--- src/hdl/prp_pkg.sv ---
`default_nettype none
package prp_pkg;

	localparam int SCREEN_W = 1024;
	localparam int SCREEN_H = 1024;
	localparam int DIV_STEPS = 28;
	localparam int Q_DEPTH = 8;
	localparam int Q_PTR_W = $clog2(Q_DEPTH);
	localparam int FRONT_STAGES = 4;
	localparam logic signed [31:0] X_LIMIT = 32'(SCREEN_W * 65536);
	localparam logic signed [31:0] Y_LIMIT = 32'(SCREEN_H * 65536);
	localparam logic signed [31:0] NEG_LIMIT = -32'sd65536;

	typedef enum logic [2:0] {
		REG_COS_PAN      = 3'd0,
		REG_SIN_PAN      = 3'd1,
		REG_COS_TILT     = 3'd2,
		REG_SIN_TILT     = 3'd3,
		REG_CAMERA_DEPTH = 3'd4,
		REG_SCALE_UNIT   = 3'd5,
		REG_CENTER_X     = 3'd6,
		REG_CENTER_Y     = 3'd7
	} reg_idx_t;

	typedef struct packed {
		logic signed [15:0] cos_pan;
		logic signed [15:0] sin_pan;
		logic signed [15:0] cos_tilt;
		logic signed [15:0] sin_tilt;
		logic [30:0] camera_depth;
		logic [30:0] scale_unit;
		logic [9:0] center_x;
		logic [9:0] center_y;
	} cfg_t;

	typedef struct packed {
		logic signed [31:0] point_x;
		logic signed [31:0] point_y;
		logic signed [31:0] point_z;
		logic [7:0] glyph;
	} point_t;

	typedef struct packed {
		logic [9:0] pixel_x;
		logic [9:0] pixel_y;
		logic signed [31:0] depth;
		logic [7:0] glyph_out;
		logic visible;
	} result_t;

	// rotated point and classification handed from front to back
	typedef struct packed {
		logic signed [31:0] x1;
		logic signed [31:0] y2;
		logic [31:0] divisor;
		logic signed [31:0] depth;
		logic [7:0] glyph;
		logic in_front;
	} entry_t;

	typedef struct packed {
		logic [31:0] rem;
		logic [DIV_STEPS-1:0] lo;
		logic [DIV_STEPS-1:0] quo;
		logic sat;
		logic neg;
	} lane_t;

	typedef struct packed {
		lane_t lx;
		lane_t ly;
		logic [31:0] divisor;
		logic signed [31:0] depth;
		logic [7:0] glyph;
		logic in_front;
	} div_stage_t;

	function automatic logic signed [31:0] rot_scale(input logic signed [48:0] s);
		logic signed [48:0] t;
		logic signed [34:0] q;
		t = s[48] ? s + 49'sd16383 : s;
		q = 35'(t >>> 14);
		if (q > 35'sd2147483647) return 32'sh7fffffff;
		if (q < -35'sd2147483648) return 32'sh80000000;
		return q[31:0];
	endfunction

	function automatic logic signed [31:0] sat33(input logic signed [32:0] v);
		if (v[32] != v[31]) return v[32] ? 32'sh80000000 : 32'sh7fffffff;
		return v[31:0];
	endfunction

	function automatic lane_t div_step(input lane_t a, input logic [31:0] d);
		lane_t r;
		logic [32:0] sh;
		logic ge;
		r = a;
		sh = {a.rem, a.lo[DIV_STEPS-1]};
		ge = sh >= {1'b0, d};
		r.rem = ge ? 32'(sh - {1'b0, d}) : sh[31:0];
		r.lo = a.lo << 1;
		r.quo = {a.quo[DIV_STEPS-2:0], ge};
		return r;
	endfunction

	function automatic lane_t div_init(input logic [61:0] mag, input logic neg,
			input logic [31:0] d);
		lane_t r;
		logic [33:0] hi;
		hi = mag[61:DIV_STEPS];
		r.sat = hi >= {2'b0, d};
		r.rem = r.sat ? 32'd0 : hi[31:0];
		r.lo = mag[DIV_STEPS-1:0];
		r.quo = '0;
		r.neg = neg;
		return r;
	endfunction

endpackage
`default_nettype wire

--- src/hdl/prp_queue.sv ---
`default_nettype none
module prp_queue (
	input  wire logic clk,
	input  wire logic arst_n,
	input  wire logic push,
	input  wire prp_pkg::entry_t push_entry,
	output logic pop,
	output prp_pkg::entry_t head,
	output logic [prp_pkg::Q_PTR_W:0] count
);

	prp_pkg::entry_t mem_q [prp_pkg::Q_DEPTH];
	logic [prp_pkg::Q_PTR_W-1:0] wr_q, rd_q;
	logic [prp_pkg::Q_PTR_W:0] cnt_q;

	// back side never stalls: head leaves whenever present
	assign pop = cnt_q != '0;
	assign head = mem_q[rd_q];
	assign count = cnt_q;

	always_ff @(posedge clk or negedge arst_n) begin
		if (!arst_n) begin
			wr_q <= '0;
			rd_q <= '0;
			cnt_q <= '0;
		end else begin
			if (push) wr_q <= wr_q + 1'b1;
			if (pop) rd_q <= rd_q + 1'b1;
			cnt_q <= cnt_q + (push ? 1'b1 : 1'b0) - (pop ? 1'b1 : 1'b0);
		end
	end

	always_ff @(posedge clk) begin
		if (push) mem_q[wr_q] <= push_entry;
	end

`ifndef SYNTHESIS
	a_no_overflow: assert property (@(posedge clk) disable iff (!arst_n)
		cnt_q == (prp_pkg::Q_PTR_W+1)'(prp_pkg::Q_DEPTH) |-> !push)
		else $error("queue overflow");
	a_count_step: assert property (@(posedge clk) disable iff (!arst_n)
		push && !pop |=> cnt_q == $past(cnt_q) + 1'b1) else $error("queue count");
`endif

endmodule
`default_nettype wire

--- config.mk ---
export PLATFORM = sky130hd
export DESIGN_NAME = prp_queue
export DESIGN_NICKNAME = d
export VERILOG_FILES = /design/src/hdl/prp_pkg.sv /design/src/hdl/prp_queue.sv
export SDC_FILE = /design/constraint.sdc
export NUM_CORES = 1
export LEC_CHECK = 0
export ABC_AREA = 1
export BUFFER_PORTS_ARGS = -buffer_cell sky130_fd_sc_hd__buf_2
export CAP_MARGIN = 20
export CORE_ASPECT_RATIO = 1.25
export CORE_MARGIN = 2
export CORE_UTILIZATION = 35
export DETAILED_ROUTE_END_ITERATION = 8
export MAX_ROUTING_LAYER = met4
export PLACE_DENSITY_LB_ADDON = 0.3
export SETUP_SLACK_MARGIN = 0.3
export SYNTH_ARGS = -nofsm -noshare
export SYNTH_HDL_FRONTEND = slang
export SYNTH_SLANG_ARGS = --single-unit
--- constraint.sdc ---
create_clock -name clk -period 6.6 [get_ports clk]
set_input_delay 1.32 -clock clk [delete_from_list [all_inputs] [get_ports clk]]
set_output_delay 1.32 -clock clk [all_outputs]
set_load 0.005 [all_outputs]
==> out/qor.csv, run 1 <==
stage;metric;value;unit
synth;syn_inst;4798;
finish;layout_common_cells;nand2_1 (1793), inv_1 (1109), edfxtp_1 (1096);
grt;grt_max_degree;267;
timing;post-route-min-period;5.02;ns
worst_setup_path;path_max_fanout;54;
placed_design;hpwl;57.0;mm
power;p_leak;25.2;nW
detailed_routing;via_per_inst;4.44;
worst_setup_path;crit_type;reg2out;
floorplanning;initial_core_util;0.353;
floorplanning;design.core.area;137000;um2
finish;layout.cells.most_common;nand2_1;
worst_setup_path;slowest_stage;dfrtp_4;
synth;synthFlopType;edfxtp_1;
finish;areaGrowthSynthToFinish;14.0;%
worst_setup_path;r2r-start;wr_q[0];
synth;ys_async_sr_fraction;0.00904;
power;swShare;0.364;
hold_path;min_path_type;in2async;
clock_network;ctsHoldBuffers;0;
worst_setup_path;cp-start-kind;flip-flop;
status;status;finished, final reports clean;
clock_network;cts_buffers;112;
power;clkPwrFrac;0.285;
synth;synth_area;48400;um2
detailed_routing;dr.pass1.iters;6;
worst_setup_path;crit_top_cell;nand2_1;
detailed_routing;drc;0;
clock_network;cts_htree_levels;3;
detailed_routing;wl;115;mm
worst_setup_path;cp-startpoint;rd_q[1];
timing;fmax;199;MHz
timing;hold_slack;0.425;ns
worst_setup_path;cp.depth;7;
worst_setup_path;arrival;3.70;ns
finish;fillers;13300;
grt;grt_usage;0.167;
clock_network;cts_root_buffer;clkbuf_16;
finish;utilization;0.402;
placed_design;gp_congestion;0.741;
clock_network;clk_pin_slew;0.06;ns
placed_design;dp_slack;2.30;ns
floorplanning;die_h;420;um
job;cap_violations;0;
power;p_per_area;419;nW/um2
worst_setup_path;r2r_setup_slack;4.01;ns
power;power.internal;14.7;mW
synth;synth_cell_type_count;20;
synth;synth_edf_count;1096;
worst_setup_path;crit_chain;buf_4 -> buf_4 -> nand3_1 -> nand2_1 -> nand2_1 -> nand2_1 -> buf_2;
timing;setup_ws;1.58;ns
floorplanning;io_pins;282;
power;combinationalPowerShare;0.332;
placed_design;numPortBuffers;281;
timing;tns;0;ns
synth;yosysWarnings;0;
timing;rsz0062_at_grt;no;
worst_setup_path;slowest_delay;0.94;ns
worst_setup_path;r2r_end;mem_q[0][90];
floorplanning;fp.dieW;337;um
power;p_sw;8.40;mW
clock_network;cts_setup_buffers;0;
grt;antenna_found_initial;30;
power;p_seq_frac;0.383;
grt;grt_pass1_vias;29700;
clock_network;cts_resized;0;
clock_network;clock_latency;0.76;ns
timing;setup_viol;0;
clock_network;clock_sinks;1106;
detailed_routing;vias;31000;
worst_setup_path;critPathBufInv;3;
detailed_routing;wl_per_cell;16.5;um
worst_setup_path;crit_path_end_kind;output port;
timing;max_slew_margin;0.200;
power;vdd_drop_max;0.434;mV
finish;drive_gt1_frac;0.0982;
synth;syn_nets;4946;
timing;finClkSkew;0.0204;ns
timing;min_period_over_period;0.761;
floorplanning;rows;152;
synth;synth.yosys.seq_area_share;0.685;
timing;hold_violations;0;
grt;grt-ovfl-total;0;
worst_setup_path;worstPathRequired;5.28;ns
synth;synth-seq-cells;1106;
clock_network;cts_buffer_depth;3;
timing;drv_slew;0;
detailed_routing;drtIter0Drc;1702;
floorplanning;dieArea;141000;um2
synth;syn_area_per_cell;10.1;um2
detailed_routing;antenna_left;0;
worst_setup_path;cp_top_family;buffers and inverters;
grt;grt_pass1_wl;174;mm
power;total_power;23.1;mW
finish;nets;5167;
worst_setup_path;rr_worst_depth;3;
timing;worst_pin_slew;1.20;ns
clock_network;cts_tree;built;
worst register-to-register path, cell delays in order (launching register included):
cell and delay, ns:
dfrtp_1 0.41, or2_2 0.42, nor2_4 0.74, buf_12 0.57
stage by stage:
stage	instances	area [um2]
floorplan	4798	48400
global placement	6753	51300
detailed placement	6753	51300
CTS	6961	55100
global route	6984	55200
finish	6985	55200
state kept, by name, summed over array words and instances (netlist names):
register  flops
mem_q      1096
count         4
rd_q          3
wr_q          3
area by class of cell:
cell class,instances,area (um2),area share
tap,1848,2310,0.0419
antenna,24,60.1,0.00109
clock inverter,70,800,0.0145
timing repair buffer,319,1890,0.0343
sequential,1106,33200,0.601
inverter,1112,4200,0.0761
clock buffer,138,3010,0.0546
multi-input combinational,2368,9750,0.177
kinds of logic after synthesis:
group,share of synthesized area
AOI/OAI and AO/OA,0.000310
DFF,0.685
adders and majority gates,0.00222
buffers and inverters,0.115
and+or+nand+nor,0.197
xor gates and xnor gates,0.000904
cells in the mapped netlist, types with 2 or more instances:
cell type	instances	share of area
inv_1	1110	0.086
ha_1	7	0.0018
nor2_1	8	0.00062
dfrtp_1	10	0.0052
buf_2	112	0.012
nand3_1	550	0.057
xor2_1	4	0.00072
nand2_1	1793	0.14
o21ai_0	2	0.00021
clkbuf_1	33	0.0026
buf_4	10	0.0016
edfxtp_1	1096	0.68
buf_6	56	0.013
how the worst max path moves through the flow:
stage / endpoint / slack [ns]
2_1_floorplan: mem_q[0][0] / -1.40
6_report: head[42] / 1.58
3_5_place_dp: head[42] / 2.30
5_1_grt: head[75] / 1.32
4_1_cts: head[42] / 1.46
3_3_place_gp: head[42] / 2.30
metal layers:
metal,up-vias,track usage,part of all wire
met4,0,0.0493,0.022
met1,14900,0.207,0.44
met2,585,0.276,0.48
li1,15400,-,-
met5,-,-,0
met3,156,0.0348,0.051
power by group through the flow:
stage          sequential [mW]  combinational [mW]  clock (mW)
2_1_floorplan             8.92                5.33           0
3_3_place_gp              8.99                7.76           0
3_5_place_dp              9.01                7.83           0
4_1_cts                   8.86                7.86        6.74
5_1_grt                   8.92                8.72        7.00
6_report                  8.86                7.67        6.57
No activity file was read; power rests on OpenSTA's default activity.
==> run 2: changes to the inputs <==
Clock period 6.6 ns to 4.9 ns, I/O delays scaled along.
==> out/qor.csv, run 2 (synthesis gave the netlist of run 1 again) <==
stage;metric;value;unit
status;status;finished, final reports clean;
placed_design;dp_cells;6776;
worst_setup_path;r2r-start;wr_q[0];
grt;grt-ovfl-total;0;
worst_setup_path;cp-start-kind;flip-flop;
floorplanning;initial_core_util;0.353;
clock_network;cts_root_buffer;clkbuf_16;
power;swShare;0.367;
finish;design_area;55500;um2
timing;hold_slack;0.149;ns
finish;regMostFlops;mem_q;
worst_setup_path;crit_type;reg2out;
clock_network;clock_sinks;1106;
timing;finClkSkew;0.0208;ns
power;total_power;31.2;mW
timing;setup_viol;0;
power;clkPwrFrac;0.280;
floorplanning;rows;152;
floorplanning;die_h;420;um
grt;grt_max_degree;192;
floorplanning;io_pins;282;
grt;antenna_found_initial;27;
hold_path;min_path_type;in2async;
power;p_leak;25.4;nW
placed_design;hpwl;60.4;mm
timing;worst_pin_slew;1.20;ns
finish;final-seq-area;33200;um2
grt;grt_pass1_vias;30200;
detailed_routing;antenna_left;0;
grt;grt_pass1_wl;178;mm
timing;min_period_over_period;0.869;
power;power.internal;19.8;mW
timing;rsz0062_at_grt;no;
finish;final_cells;7017;
worst_setup_path;path_max_fanout;78;
power;combinationalPowerShare;0.345;
detailed_routing;vias;31300;
finish;fillers;13200;
finish;nets;5193;
placed_design;gp_congestion;0.745;
grt;grt_usage;0.171;
power;p_seq_frac;0.374;
detailed_routing;drtIter0Drc;1781;
clock_network;clk_pin_slew;0.06;ns
clock_network;cts_buffer_depth;3;
finish;drive_gt1_frac;0.103;
worst_setup_path;cp-startpoint;rd_q[0];
worst_setup_path;rr_worst_depth;3;
detailed_routing;dr.pass1.iters;5;
clock_network;cts_resized;0;
finish;utilization;0.404;
detailed_routing;wl;118;mm
power;vdd_drop_max;0.874;mV
clock_network;clock_latency;0.74;ns
detailed_routing;wl_per_cell;16.7;um
timing;drv_slew;0;
worst_setup_path;crit_path_end_kind;output port;
worst_setup_path;r2r_setup_slack;2.55;ns
finish;largest_register_ffs;1096;
finish;multi_input_area;9750;um2
power;p_per_area;563;nW/um2
floorplanning;fp.dieW;337;um
placed_design;dpl-instance-area;51600;um2
clock_network;cts_htree_levels;3;
timing;max_slew_margin;0.203;
worst_setup_path;arrival;3.28;ns
floorplanning;dieArea;141000;um2
clock_network;cts_buffers;115;
finish;layout.cells.most_common;nand2_1;
clock_network;cts_setup_buffers;0;
timing;post-route-min-period;4.26;ns
timing;fmax;235;MHz
power;p_sw;11.5;mW
floorplanning;design.core.area;137000;um2
job;cap_violations;0;
timing;hold_violations;0;
worst_setup_path;worstPathRequired;3.92;ns
finish;layout_common_cells;nand2_1 (1793), inv_1 (1109), edfxtp_1 (1096);
placed_design;numPortBuffers;281;
clock_network;cts_tree;built;
detailed_routing;drc;0;
detailed_routing;via_per_inst;4.45;
clock_network;ctsHoldBuffers;0;
finish;areaGrowthSynthToFinish;14.6;%
[run 2: worst max-delay path, cell delays in order (launching register included)]
cell and delay [ns]:
dfrtp_4 0.55, buf_4 0.74, buf_4 0.59, nand2_1 0.11, nand3_1 0.09, nand2_1 0.07, nand2_1 0.06, nand2_1 0.11
buf_2 0.15
[run 2: layout make-up]
| class | instances | share of cell area |
|---|---|---|
| sequential | 1106 | 0.598 |
| timing repair buffer | 342 | 0.0392 |
| clock buffer | 123 | 0.0524 |
| inverter | 1112 | 0.0758 |
| multi-input combinational | 2368 | 0.176 |
| clock inverter | 94 | 0.0162 |
| tap | 1848 | 0.0417 |
| antenna | 24 | 0.00108 |
[run 2: path summary, 6_finish.rpt]
kind,end
worst max-delay path,head[28]
worst min-delay path,count[0]
min in group clk,mem_q[1][29]
worst min register to register,wr_q[0]
max in group asynchronous,rd_q[2]
worst max register to register,mem_q[6][17]
[run 2: power by group through the flow]
stage	sequential (mW)	combinational (mW)	clock, mW
floorplan	11.9	7.20	0
global placement	11.9	10.9	0
detailed placement	11.9	11.0	0
CTS	11.7	11.1	9.03
global route	11.8	12.2	9.38
finish	11.7	10.8	8.76
[run 2: stage by stage]
step	setup slack (ns)	TNS (ns)
after floorplan	-0.458	-361.77
after global placement	1.42	0
after detailed placement	1.40	0
after CTS	0.552	0
after global routing	0.418	0
final	0.641	0
[run 2: metal layers]
| layer | up-vias | track usage | part of all wire |
|---|---|---|---|
| met2 | 594 | 0.288 | 0.49 |
| met3 | 211 | 0.0299 | 0.048 |
| li1 | 15400 | - | - |
| met5 | - | - | 0 |
| met1 | 15000 | 0.208 | 0.44 |
| met4 | 0 | 0.0561 | 0.024 |
